### config.mk
export PLATFORM = sky130hd
export DESIGN_NAME = tls_record_splitter
export DESIGN_NICKNAME = d
export VERILOG_FILES = /design/src/sv/tlsrs_pkg.sv /design/src/sv/tlsrs_ctrl.sv /design/src/sv/tlsrs_emit.sv /design/src/sv/tls_record_splitter.sv
export SDC_FILE = /design/constraint.sdc
export NUM_CORES = 1
export LEC_CHECK = 0
export BUFFER_PORTS_ARGS = -buffer_cell sky130_fd_sc_hd__buf_2
export CELL_PAD_IN_SITES_DETAIL_PLACEMENT = 0
export CELL_PAD_IN_SITES_GLOBAL_PLACEMENT = 1
export CORE_MARGIN = 5
export CORE_UTILIZATION = 52
export DETAILED_ROUTE_END_ITERATION = 10
export PLACE_DENSITY = 0.92
export SKIP_LAST_GASP = 1
export SLEW_MARGIN = 10
export SYNTH_ARGS = -nofsm -noshare
export SYNTH_HDL_FRONTEND = slang
export SYNTH_SLANG_ARGS = --single-unit
### constraint.sdc
create_clock -name clk -period 9.19 [get_ports clk]
set_clock_uncertainty 0.1 [all_clocks]
set_input_delay 1.838 -clock clk [delete_from_list [all_inputs] [get_ports clk]]
set_output_delay 1.838 -clock clk [all_outputs]
set_load 0.03 [all_outputs]
### src/sv/tlsrs_pkg.sv
// ----------------------------------------------------------------------------
// TLS record splitter package
// Shared widths, constants and payload types for the record splitter.
// ----------------------------------------------------------------------------
package tlsrs_pkg;

    localparam int LENGTH_BITS = 17;
    localparam int HDR_BYTES   = 5;
    localparam int BURST_MAX   = 6;
    localparam int CNT_W       = $clog2(BURST_MAX + 1);

    localparam logic [7:0] TYPE_LOW  = 8'h14;
    localparam logic [7:0] TYPE_HIGH = 8'h18;
    localparam logic [7:0] MAJOR_VER = 8'h03;

    typedef struct packed {
        logic [7:0]             in_byte;
        logic [LENGTH_BITS-1:0] buffer_length;
        logic                   in_last;
    } in_item_t;

    typedef struct packed {
        logic [7:0] out_byte;
        logic       segment_end;
        logic       out_last;
        logic       split_applied;
    } out_item_t;

    // Output bytes caused by one input byte, entry 0 goes out first
    typedef struct packed {
        out_item_t [BURST_MAX-1:0] item;
        logic [CNT_W-1:0]          count;
    } burst_t;

endpackage

### src/sv/tlsrs_ctrl.sv
// ----------------------------------------------------------------------------
// TLS record splitter control
// Tracks the buffer position and phase, holds the record header and builds
// the burst of output bytes for each accepted input byte.
// ----------------------------------------------------------------------------
module tlsrs_ctrl
    import tlsrs_pkg::*;
(
    input  logic        clk,
    input  logic        rst_n,
    input  logic        accept,
    input  in_item_t    rx_data,
    input  logic        cfg_we,
    input  logic [15:0] cfg_wdata,
    output burst_t      burst,
    output logic        burst_push
);

    typedef enum logic [1:0] {
        PH_COLLECT,
        PH_PAYLOAD,
        PH_PASS
    } phase_t;

    localparam logic [LENGTH_BITS-1:0] HDR_LAST = LENGTH_BITS'(HDR_BYTES - 1);
    localparam logic [LENGTH_BITS-1:0] HDR_LEN  = LENGTH_BITS'(HDR_BYTES);

    phase_t                 phase_reg, phase_next;
    logic [LENGTH_BITS-1:0] pos_reg, pos_next;
    logic [15:0]            rec_len_reg, rec_len_next;
    logic [15:0]            first_len_reg, first_len_next;
    logic                   splitting_reg, splitting_next;
    logic [15:0]            split_pos_reg;
    logic [7:0]             held_reg [HDR_BYTES];

    logic [2:0]             hdr_idx;
    logic [15:0]            rl;
    logic [15:0]            fp_sel;
    logic [15:0]            second_len;
    logic [LENGTH_BITS:0]   rec_end;
    logic                   qualify;
    logic [LENGTH_BITS-1:0] pos_adv;
    logic                   at_first_end;
    logic                   at_rec_end;
    logic [7:0]             b;
    logic                   last;

    function automatic out_item_t mk(logic [7:0] d, logic seg, logic lst, logic spl);
        out_item_t r;
        r.out_byte      = d;
        r.segment_end   = seg;
        r.out_last      = lst;
        r.split_applied = spl;
        return r;
    endfunction

    assign b          = rx_data.in_byte;
    assign last       = rx_data.in_last;
    assign hdr_idx    = pos_reg[2:0];
    assign rl         = {held_reg[3], b};
    assign rec_end    = (LENGTH_BITS+1)'(HDR_BYTES) + (LENGTH_BITS+1)'(rl);
    assign qualify    = (held_reg[0] >= TYPE_LOW) && (held_reg[0] <= TYPE_HIGH)
                        && (held_reg[1] == MAJOR_VER) && (rl >= 16'd2)
                        && (rec_end <= {1'b0, rx_data.buffer_length}) && !last;
    assign fp_sel     = (split_pos_reg == 16'd0 || split_pos_reg >= rl) ? 16'd1
                                                                      : split_pos_reg;
    assign second_len = rec_len_reg - first_len_reg;
    assign pos_adv    = (pos_reg == '1) ? pos_reg : pos_reg + 1'b1;
    assign at_first_end = (pos_reg == LENGTH_BITS'(first_len_reg) + HDR_LAST);
    assign at_rec_end   = (pos_reg == LENGTH_BITS'(rec_len_reg) + HDR_LAST);

    always_comb
    begin
        phase_next     = phase_reg;
        pos_next       = pos_reg;
        rec_len_next   = rec_len_reg;
        first_len_next = first_len_reg;
        splitting_next = splitting_reg;
        burst          = '0;

        unique case (phase_reg)
            PH_COLLECT:
            begin
                if (hdr_idx < 3'(HDR_BYTES - 1))
                begin
                    if (last)
                    begin
                        // short buffer: flush the held bytes as they came
                        for (int i = 0; i < HDR_BYTES - 1; i++)
                        begin
                            burst.item[i] = mk((3'(i) < hdr_idx) ? held_reg[i] : b,
                                               3'(i) == hdr_idx, 3'(i) == hdr_idx, 1'b0);
                        end
                        burst.count = CNT_W'(hdr_idx) + 1'b1;
                        pos_next    = '0;
                    end
                    else
                    begin
                        pos_next = pos_reg + 1'b1;
                    end
                end
                else if (qualify)
                begin
                    // rewrite the header with the first record's length
                    burst.item[0] = mk(held_reg[0], 1'b0, 1'b0, 1'b1);
                    burst.item[1] = mk(held_reg[1], 1'b0, 1'b0, 1'b1);
                    burst.item[2] = mk(held_reg[2], 1'b0, 1'b0, 1'b1);
                    burst.item[3] = mk(fp_sel[15:8], 1'b0, 1'b0, 1'b1);
                    burst.item[4] = mk(fp_sel[7:0], 1'b0, 1'b0, 1'b1);
                    burst.count    = CNT_W'(HDR_BYTES);
                    rec_len_next   = rl;
                    first_len_next = fp_sel;
                    splitting_next = 1'b1;
                    phase_next     = PH_PAYLOAD;
                    pos_next       = HDR_LEN;
                end
                else
                begin
                    burst.item[0] = mk(held_reg[0], 1'b0, 1'b0, 1'b0);
                    burst.item[1] = mk(held_reg[1], 1'b0, 1'b0, 1'b0);
                    burst.item[2] = mk(held_reg[2], 1'b0, 1'b0, 1'b0);
                    burst.item[3] = mk(held_reg[3], 1'b0, 1'b0, 1'b0);
                    burst.item[4] = mk(b, last, last, 1'b0);
                    burst.count   = CNT_W'(HDR_BYTES);
                    if (last)
                    begin
                        pos_next = '0;
                    end
                    else
                    begin
                        phase_next = PH_PASS;
                        pos_next   = HDR_LEN;
                    end
                end
            end
            PH_PAYLOAD:
            begin
                burst.count = CNT_W'(1);
                if (last)
                begin
                    burst.item[0] = mk(b, 1'b1, 1'b1, 1'b1);
                end
                else if (at_first_end)
                begin
                    // close record one and open record two
                    burst.item[0] = mk(b, 1'b1, 1'b0, 1'b1);
                    burst.item[1] = mk(held_reg[0], 1'b0, 1'b0, 1'b1);
                    burst.item[2] = mk(held_reg[1], 1'b0, 1'b0, 1'b1);
                    burst.item[3] = mk(held_reg[2], 1'b0, 1'b0, 1'b1);
                    burst.item[4] = mk(second_len[15:8], 1'b0, 1'b0, 1'b1);
                    burst.item[5] = mk(second_len[7:0], 1'b0, 1'b0, 1'b1);
                    burst.count   = CNT_W'(BURST_MAX);
                    pos_next      = pos_adv;
                end
                else if (at_rec_end)
                begin
                    burst.item[0] = mk(b, 1'b1, 1'b0, 1'b1);
                    phase_next    = PH_PASS;
                    pos_next      = pos_adv;
                end
                else
                begin
                    burst.item[0] = mk(b, 1'b0, 1'b0, 1'b1);
                    pos_next      = pos_adv;
                end
            end
            PH_PASS:
            begin
                burst.item[0] = mk(b, last, last, splitting_reg);
                burst.count   = CNT_W'(1);
                pos_next      = pos_adv;
            end
            default:
            begin
                phase_next = PH_COLLECT;
            end
        endcase

        // buffer end drops all per-buffer state
        if (last)
        begin
            phase_next     = PH_COLLECT;
            pos_next       = '0;
            rec_len_next   = '0;
            first_len_next = '0;
            splitting_next = 1'b0;
        end
    end

    assign burst_push = accept && (burst.count != '0);

    always_ff @(posedge clk or negedge rst_n)
    begin
        if (!rst_n)
        begin
            phase_reg     <= PH_COLLECT;
            pos_reg       <= '0;
            rec_len_reg   <= '0;
            first_len_reg <= '0;
            splitting_reg <= 1'b0;
            split_pos_reg <= '0;
        end
        else
        begin
            if (accept)
            begin
                phase_reg     <= phase_next;
                pos_reg       <= pos_next;
                rec_len_reg   <= rec_len_next;
                first_len_reg <= first_len_next;
                splitting_reg <= splitting_next;
            end
            if (cfg_we)
            begin
                split_pos_reg <= cfg_wdata;
            end
        end
    end

    always_ff @(posedge clk)
    begin
        if (accept && phase_reg == PH_COLLECT && hdr_idx < 3'(HDR_BYTES))
        begin
            held_reg[hdr_idx] <= b;
        end
    end

    a_payload_lengths: assert property (@(posedge clk) disable iff (!rst_n)
        phase_reg == PH_PAYLOAD |-> splitting_reg && first_len_reg != 16'd0
                                    && first_len_reg < rec_len_reg)
        else $error("payload phase with inconsistent record lengths");

    a_collect_pos: assert property (@(posedge clk) disable iff (!rst_n)
        phase_reg == PH_COLLECT |-> pos_reg < HDR_LEN && !splitting_reg)
        else $error("header collection beyond header bytes");

    a_last_resets: assert property (@(posedge clk) disable iff (!rst_n)
        accept && last |=> phase_reg == PH_COLLECT && pos_reg == '0)
        else $error("buffer end did not restart header collection");

endmodule

### src/sv/tlsrs_emit.sv
// ----------------------------------------------------------------------------
// TLS record splitter output stage
// Holds one burst of output bytes and drains it, one byte per cycle while tx
// is not stalled, into the output register.
// ----------------------------------------------------------------------------
module tlsrs_emit
    import tlsrs_pkg::*;
(
    input  logic      clk,
    input  logic      rst_n,
    input  burst_t    burst,
    input  logic      burst_push,
    output logic      burst_ready,
    output logic      tx_valid,
    input  logic      tx_stall,
    output out_item_t tx_data
);

    out_item_t [BURST_MAX-1:0] items_reg, items_next;
    logic [CNT_W-1:0]          count_reg, count_next;
    logic                      out_valid_reg;
    out_item_t                 out_data_reg;
    logic                      out_load;
    logic                      pop;

    assign out_load    = !out_valid_reg || !tx_stall;
    assign pop         = (count_reg != '0) && out_load;
    assign burst_ready = (count_reg == '0) || (count_reg == CNT_W'(1) && out_load);

    always_comb
    begin
        items_next = items_reg;
        count_next = count_reg;
        if (burst_push)
        begin
            items_next = burst.item;
            count_next = burst.count;
        end
        else if (pop)
        begin
            // advance the burst by one byte
            for (int i = 0; i < BURST_MAX - 1; i++)
            begin
                items_next[i] = items_reg[i + 1];
            end
            count_next = count_reg - 1'b1;
        end
    end

    always_ff @(posedge clk or negedge rst_n)
    begin
        if (!rst_n)
        begin
            count_reg     <= '0;
            out_valid_reg <= 1'b0;
        end
        else
        begin
            count_reg <= count_next;
            if (out_load)
            begin
                out_valid_reg <= (count_reg != '0);
            end
        end
    end

    always_ff @(posedge clk)
    begin
        items_reg <= items_next;
        if (pop)
        begin
            out_data_reg <= items_reg[0];
        end
    end

    assign tx_valid = out_valid_reg;
    assign tx_data  = out_data_reg;

    a_count_range: assert property (@(posedge clk) disable iff (!rst_n)
        count_reg <= CNT_W'(BURST_MAX))
        else $error("burst count out of range");

    a_no_overwrite: assert property (@(posedge clk) disable iff (!rst_n)
        count_reg > CNT_W'(1) |-> !burst_push)
        else $error("new burst would overwrite pending bytes");

    a_pop_shows: assert property (@(posedge clk) disable iff (!rst_n)
        pop |=> tx_valid)
        else $error("popped byte not presented");

endmodule

### src/sv/tls_record_splitter.sv
// ----------------------------------------------------------------------------
// TLS record splitter
// Splits a qualifying TLS record at the head of a write buffer into two.
// ----------------------------------------------------------------------------
// Bytes of a write buffer enter on rx, one per cycle when rx is not stalled,
// pass the burst register and the output register, and leave one per cycle
// on tx when tx is not stalled. The first four header bytes are held without
// output; the fifth releases the rewritten (or unchanged) header as five
// bytes, which stalls rx while the burst drains. When a record is split the
// last byte of record one is followed by the five bytes of the second header,
// which stalls rx again while that burst drains. Throughput is set by the
// burst register, which drains one byte per cycle into the output register
// when tx is not stalled and takes a new input byte once it is empty or its
// last byte is moving out. The split point, written through cfg_we/cfg_wdata,
// is to be written by the user only while the block is idle; the block itself does not enforce this.
module tls_record_splitter
    import tlsrs_pkg::*;
(
    input  logic        clk,
    input  logic        rst_n,
    input  logic        rx_valid,
    output logic        rx_stall,
    input  in_item_t    rx_data,
    output logic        tx_valid,
    input  logic        tx_stall,
    output out_item_t   tx_data,
    input  logic        cfg_we,
    input  logic [15:0] cfg_wdata
);

    burst_t burst;
    logic   burst_push;
    logic   burst_ready;
    logic   accept;

    assign rx_stall = !burst_ready;
    assign accept   = rx_valid && burst_ready;

    tlsrs_ctrl u_ctrl (
        .clk        (clk),
        .rst_n      (rst_n),
        .accept     (accept),
        .rx_data    (rx_data),
        .cfg_we     (cfg_we),
        .cfg_wdata  (cfg_wdata),
        .burst      (burst),
        .burst_push (burst_push)
    );

    tlsrs_emit u_emit (
        .clk         (clk),
        .rst_n       (rst_n),
        .burst       (burst),
        .burst_push  (burst_push),
        .burst_ready (burst_ready),
        .tx_valid    (tx_valid),
        .tx_stall    (tx_stall),
        .tx_data     (tx_data)
    );

endmodule

==> run summary <==
The flow ran to the end, and the final reports show no timing, DRC or antenna violations. The number of placed I/O pins was 60; the post-place instance area was 11500 um2. The most used flip-flop cell after synthesis is sky130_fd_sc_hd__edfxtp_1. Final weighted congestion in routability-driven placement: 0.927. The buffer cell driving the clock tree root is sky130_fd_sc_hd__clkbuf_16. For the yosys synthesis warning count, the log shows 0. At the end of the flow, the number of nets in the layout was 1301. For the wire length of the first global-routing pass, the log shows 48200 um. Setup violations remaining at the end of the flow were counted as 0. The design draws 0.00239 W. STA puts the critical path data arrival time at 5.67 ns. The type of origin of the critical path is an input port. In this run the post-CTS setup repair buffer count came out at 0.

For this design the static power due to leakage is 5.02 nW. The tools report the fmax as 0.183 GHz. Of the available clock period, the critical path in the final layout requires 59.4%. Most frequent cell after synthesis: sky130_fd_sc_hd__nand2_1.

The number of sinks on the clock net came out at 175. Total global-route track usage: 25.4%. In this run, post-CTS hold repair placed 0 buffers. The logs give 2 for the maximum buffer depth of the clock tree and 22000 um for the post-detailed-placement half-perimeter wirelength. The number of flip-flops in the largest register was 60; the final critical path time including I/O delays and setup was 5.46 ns.

The core region is 21000 um2. Once layout is complete, the cells apart from fillers number 1478. Across all layers, the routed design uses 9184 vias. The tools report the final count of pins violating max slew as 0.

The commonest cells after synthesis are sky130_fd_sc_hd__nand2_1 (145), sky130_fd_sc_hd__edfxtp_1 (103), sky130_fd_sc_hd__inv_1 (82), sky130_fd_sc_hd__nor2_1 (73), sky130_fd_sc_hd__dfrtp_1 (72). The number of global-route vias before repair came out at 8780. The detailed-routing iteration count for the pre-antenna-repair pass was 5.

The worst hold path belongs to the class flop to flop. After floorplanning, the core was divided into 53 placement rows. TritonCTS built the clock tree.

The run gives 44.2% as the fraction of the yosys area taken by sequential cells. After clock tree synthesis, the clock-pin slew on the worst setup and hold paths is 0.07 ns. The mean area per synthesized cell is 9.46 um2, and the async set-reset flop share out of synthesis is 41.1%. The via density per instance was 6.21; the floorplan die area was 24300 um2.

Number of buffer cells added on primary ports: 59. From left edge to right edge, the die measures 156 um. Summing all non-filler instances in the final layout gives an area of 12100 um2. The number of flops mapped to enable cells by yosys is 103, and the remaining number of nets flagged by the antenna check after routing is 0.

At the pin with the least slew margin, the transition time is 1.24 ns. The proportion of layout cells with a drive suffix above 1 was 10.6%. After synthesis, the cell types taking the most area are sky130_fd_sc_hd__edfxtp_1 (28%), sky130_fd_sc_hd__dfrtp_1 (16%), sky130_fd_sc_hd__ha_1 (7.2%), sky130_fd_sc_hd__nand2_1 (4.9%), sky130_fd_sc_hd__xnor2_1 (3.2%). After detailed placement, the design holds a cell count of 1445.

The worst hold path begins at u_emit.items_reg[3]. Source of the worst register-to-register timing path: u_ctrl.held_reg[3][1]. Number of maximum-capacitance constraint violations: 0. After filler insertion, the fill cell instance count of the layout stands at 1827.

The worst-case vdd ir drop was 106 uV; the required time reported for the critical path endpoint was 9.40 ns. After detailed routing, the average wire length per cell comes to 20.5 um. The detailed router finished its first iteration with 988 violations. sky130_fd_sc_hd__edfxtp_1 takes more of the synthesized area than any other cell. The routed design has 30300 um of wire. The largest fanout on the critical path is 33, and the power density over the cells is 198 nW/um2.

The die is 156 um tall. Counting every instance in the synthesized netlist gives 1170. The worst setup path is captured at a flop.

The logs give 0 for the post-cts resize count and 52.7% for the initial cell density of the core. The run gives 73 as the pin count of the biggest net entering global routing. The total count of hold-check failures in the final report is 0. The logs give 0.44 ns for the worst-skew pair later-pin latency and 0 for the global route total overflow. The most critical setup path has its startpoint at rx_data[23]. Clock tree synthesis inserted a total of 17 buffers. The post-synth net total was 1282; the top-area cell type share of the netlist area was 27.9%.

The number of library cell types mapped by synthesis was 79. The cell area that synthesis handed to floorplanning was 11100 um2. Setup repair after global routing left no endpoint under its margin.

Total negative slack: 0 ns. The DRC violations left is 0, and the H-tree depth is 4. Synthesis inferred 175 register bits.

The number of antenna violations at the first check in global routing was 1. The headroom to the max-slew limit came out at 16.5%. The area growth from synthesis to layout is 9.21%. The worst setup path category is input port to flop.
-- layer usage --
layer	track usage (%)	vias to the layer above	share of wire, %
li1	-	4333	-
met1	35.4	4346	43
met2	38.9	428	45
met3	6.35	77	9.6
met4	8.59	0	2.9
met5	0	-	0
-- cell families after synthesis --
family          Yosys count  share of synthesized area (%)
fa+ha+maj                65                           7.41
xor+xnor                 59                           4.67
flops                   175                           44.2
compound gates          315                           19.7
mux                       6                          0.576
simple gates            398                           17.9
buf+inv                 152                           5.46
-- per-stage QoR --
stage | setup WS, ns | hold WS (ns) | util, %
3_3_place_gp | 3.44 | 0.301 | 54.8
2_1_floorplan | 3.79 | 0.300 | -
6_report | 3.73 | 0.324 | 57.5
5_1_grt | 3.47 | 0.331 | 57.5
4_1_cts | 3.77 | 0.323 | 57.5
3_5_place_dp | 3.32 | 0.306 | 54.8
-- final cells by class --
cell class,instances,area [um2],share of cell area [%]
Sequential cell,175,4890,40.5
Clock inverter,15,145,1.20
Timing Repair Buffer,70,380,3.15
Multi-Input combinational cell,843,5590,46.2
Clock buffer,17,425,3.52
Antenna cell,1,2.50,0.0207
Tap cell,275,344,2.85
Inverter,82,308,2.55
-- worst max-delay path: stages --
cell and delay, ns:
sky130_fd_sc_hd__buf_2 0.21, sky130_fd_sc_hd__inv_1 0.17, sky130_fd_sc_hd__nor2_1 0.17, sky130_fd_sc_hd__nand3_1 0.11, sky130_fd_sc_hd__nor2_1 0.21, sky130_fd_sc_hd__and3_1 0.21, sky130_fd_sc_hd__nand2_1 0.07, sky130_fd_sc_hd__xnor2_1 0.16
sky130_fd_sc_hd__ha_1 0.30, sky130_fd_sc_hd__a21oi_1 0.14, sky130_fd_sc_hd__o21ai_0 0.11, sky130_fd_sc_hd__a221o_1 0.41, sky130_fd_sc_hd__a2111oi_4 0.36, sky130_fd_sc_hd__o21ai_2 0.10, sky130_fd_sc_hd__buf_4 0.24, sky130_fd_sc_hd__or4_1 0.55
sky130_fd_sc_hd__a31oi_1 0.19, sky130_fd_sc_hd__a31o_2 0.12
-- report_power, final --
group / internal (W) / leakage [nW] / switching (W)
registers: 0.00102 / 1.94 / 0.0000696
clock network: 0.000361 / 0.281 / 0.000343
logic: 0.000192 / 2.80 / 0.000410
total: 0.00157 / 5.02 / 0.000823
-- path summary, 6_finish.rpt --
| kind | endpoint | slack (ns) | depth (start not counted) |
|---|---|---|---|
| worst max-delay path | u_emit.items_reg[54] | 3.73 | 18 |
| worst min-delay path | u_emit.tx_data[3] | 0.32 | 0 |
| worst max register to register | u_emit.items_reg[54] | 4.80 | 15 |
| worst min register to register | u_emit.tx_data[3] | 0.32 | 0 |
| max in group asynchronous | u_ctrl.first_len_reg[3] | 6.91 | 1 |
| min in group asynchronous | u_ctrl.pos_reg[6] | 1.42 | 1 |
-- cells in the final DEF (no fill, tap or decap), drive strengths merged, types with 6 or more instances in the layout --
master	n
nand2	145
edfxtp	103
inv	91
o21ai	74
nor2	73
dfrtp	72
buf	70
ha	64
a21oi	63
xnor2	40
nand3	32
a22o	32
nor4	27
nor3	21
xor2	19
a31oi	17
a21o	17
clkbuf	17
and3	16
a211oi	14
nor2b	13
o31ai	13
and4	12
nand4	12
and2	12
a221oi	9
o21a	9
nand2b	8
a221o	8
o311ai	6
Note: power is estimated with default switching activity, not from simulation.
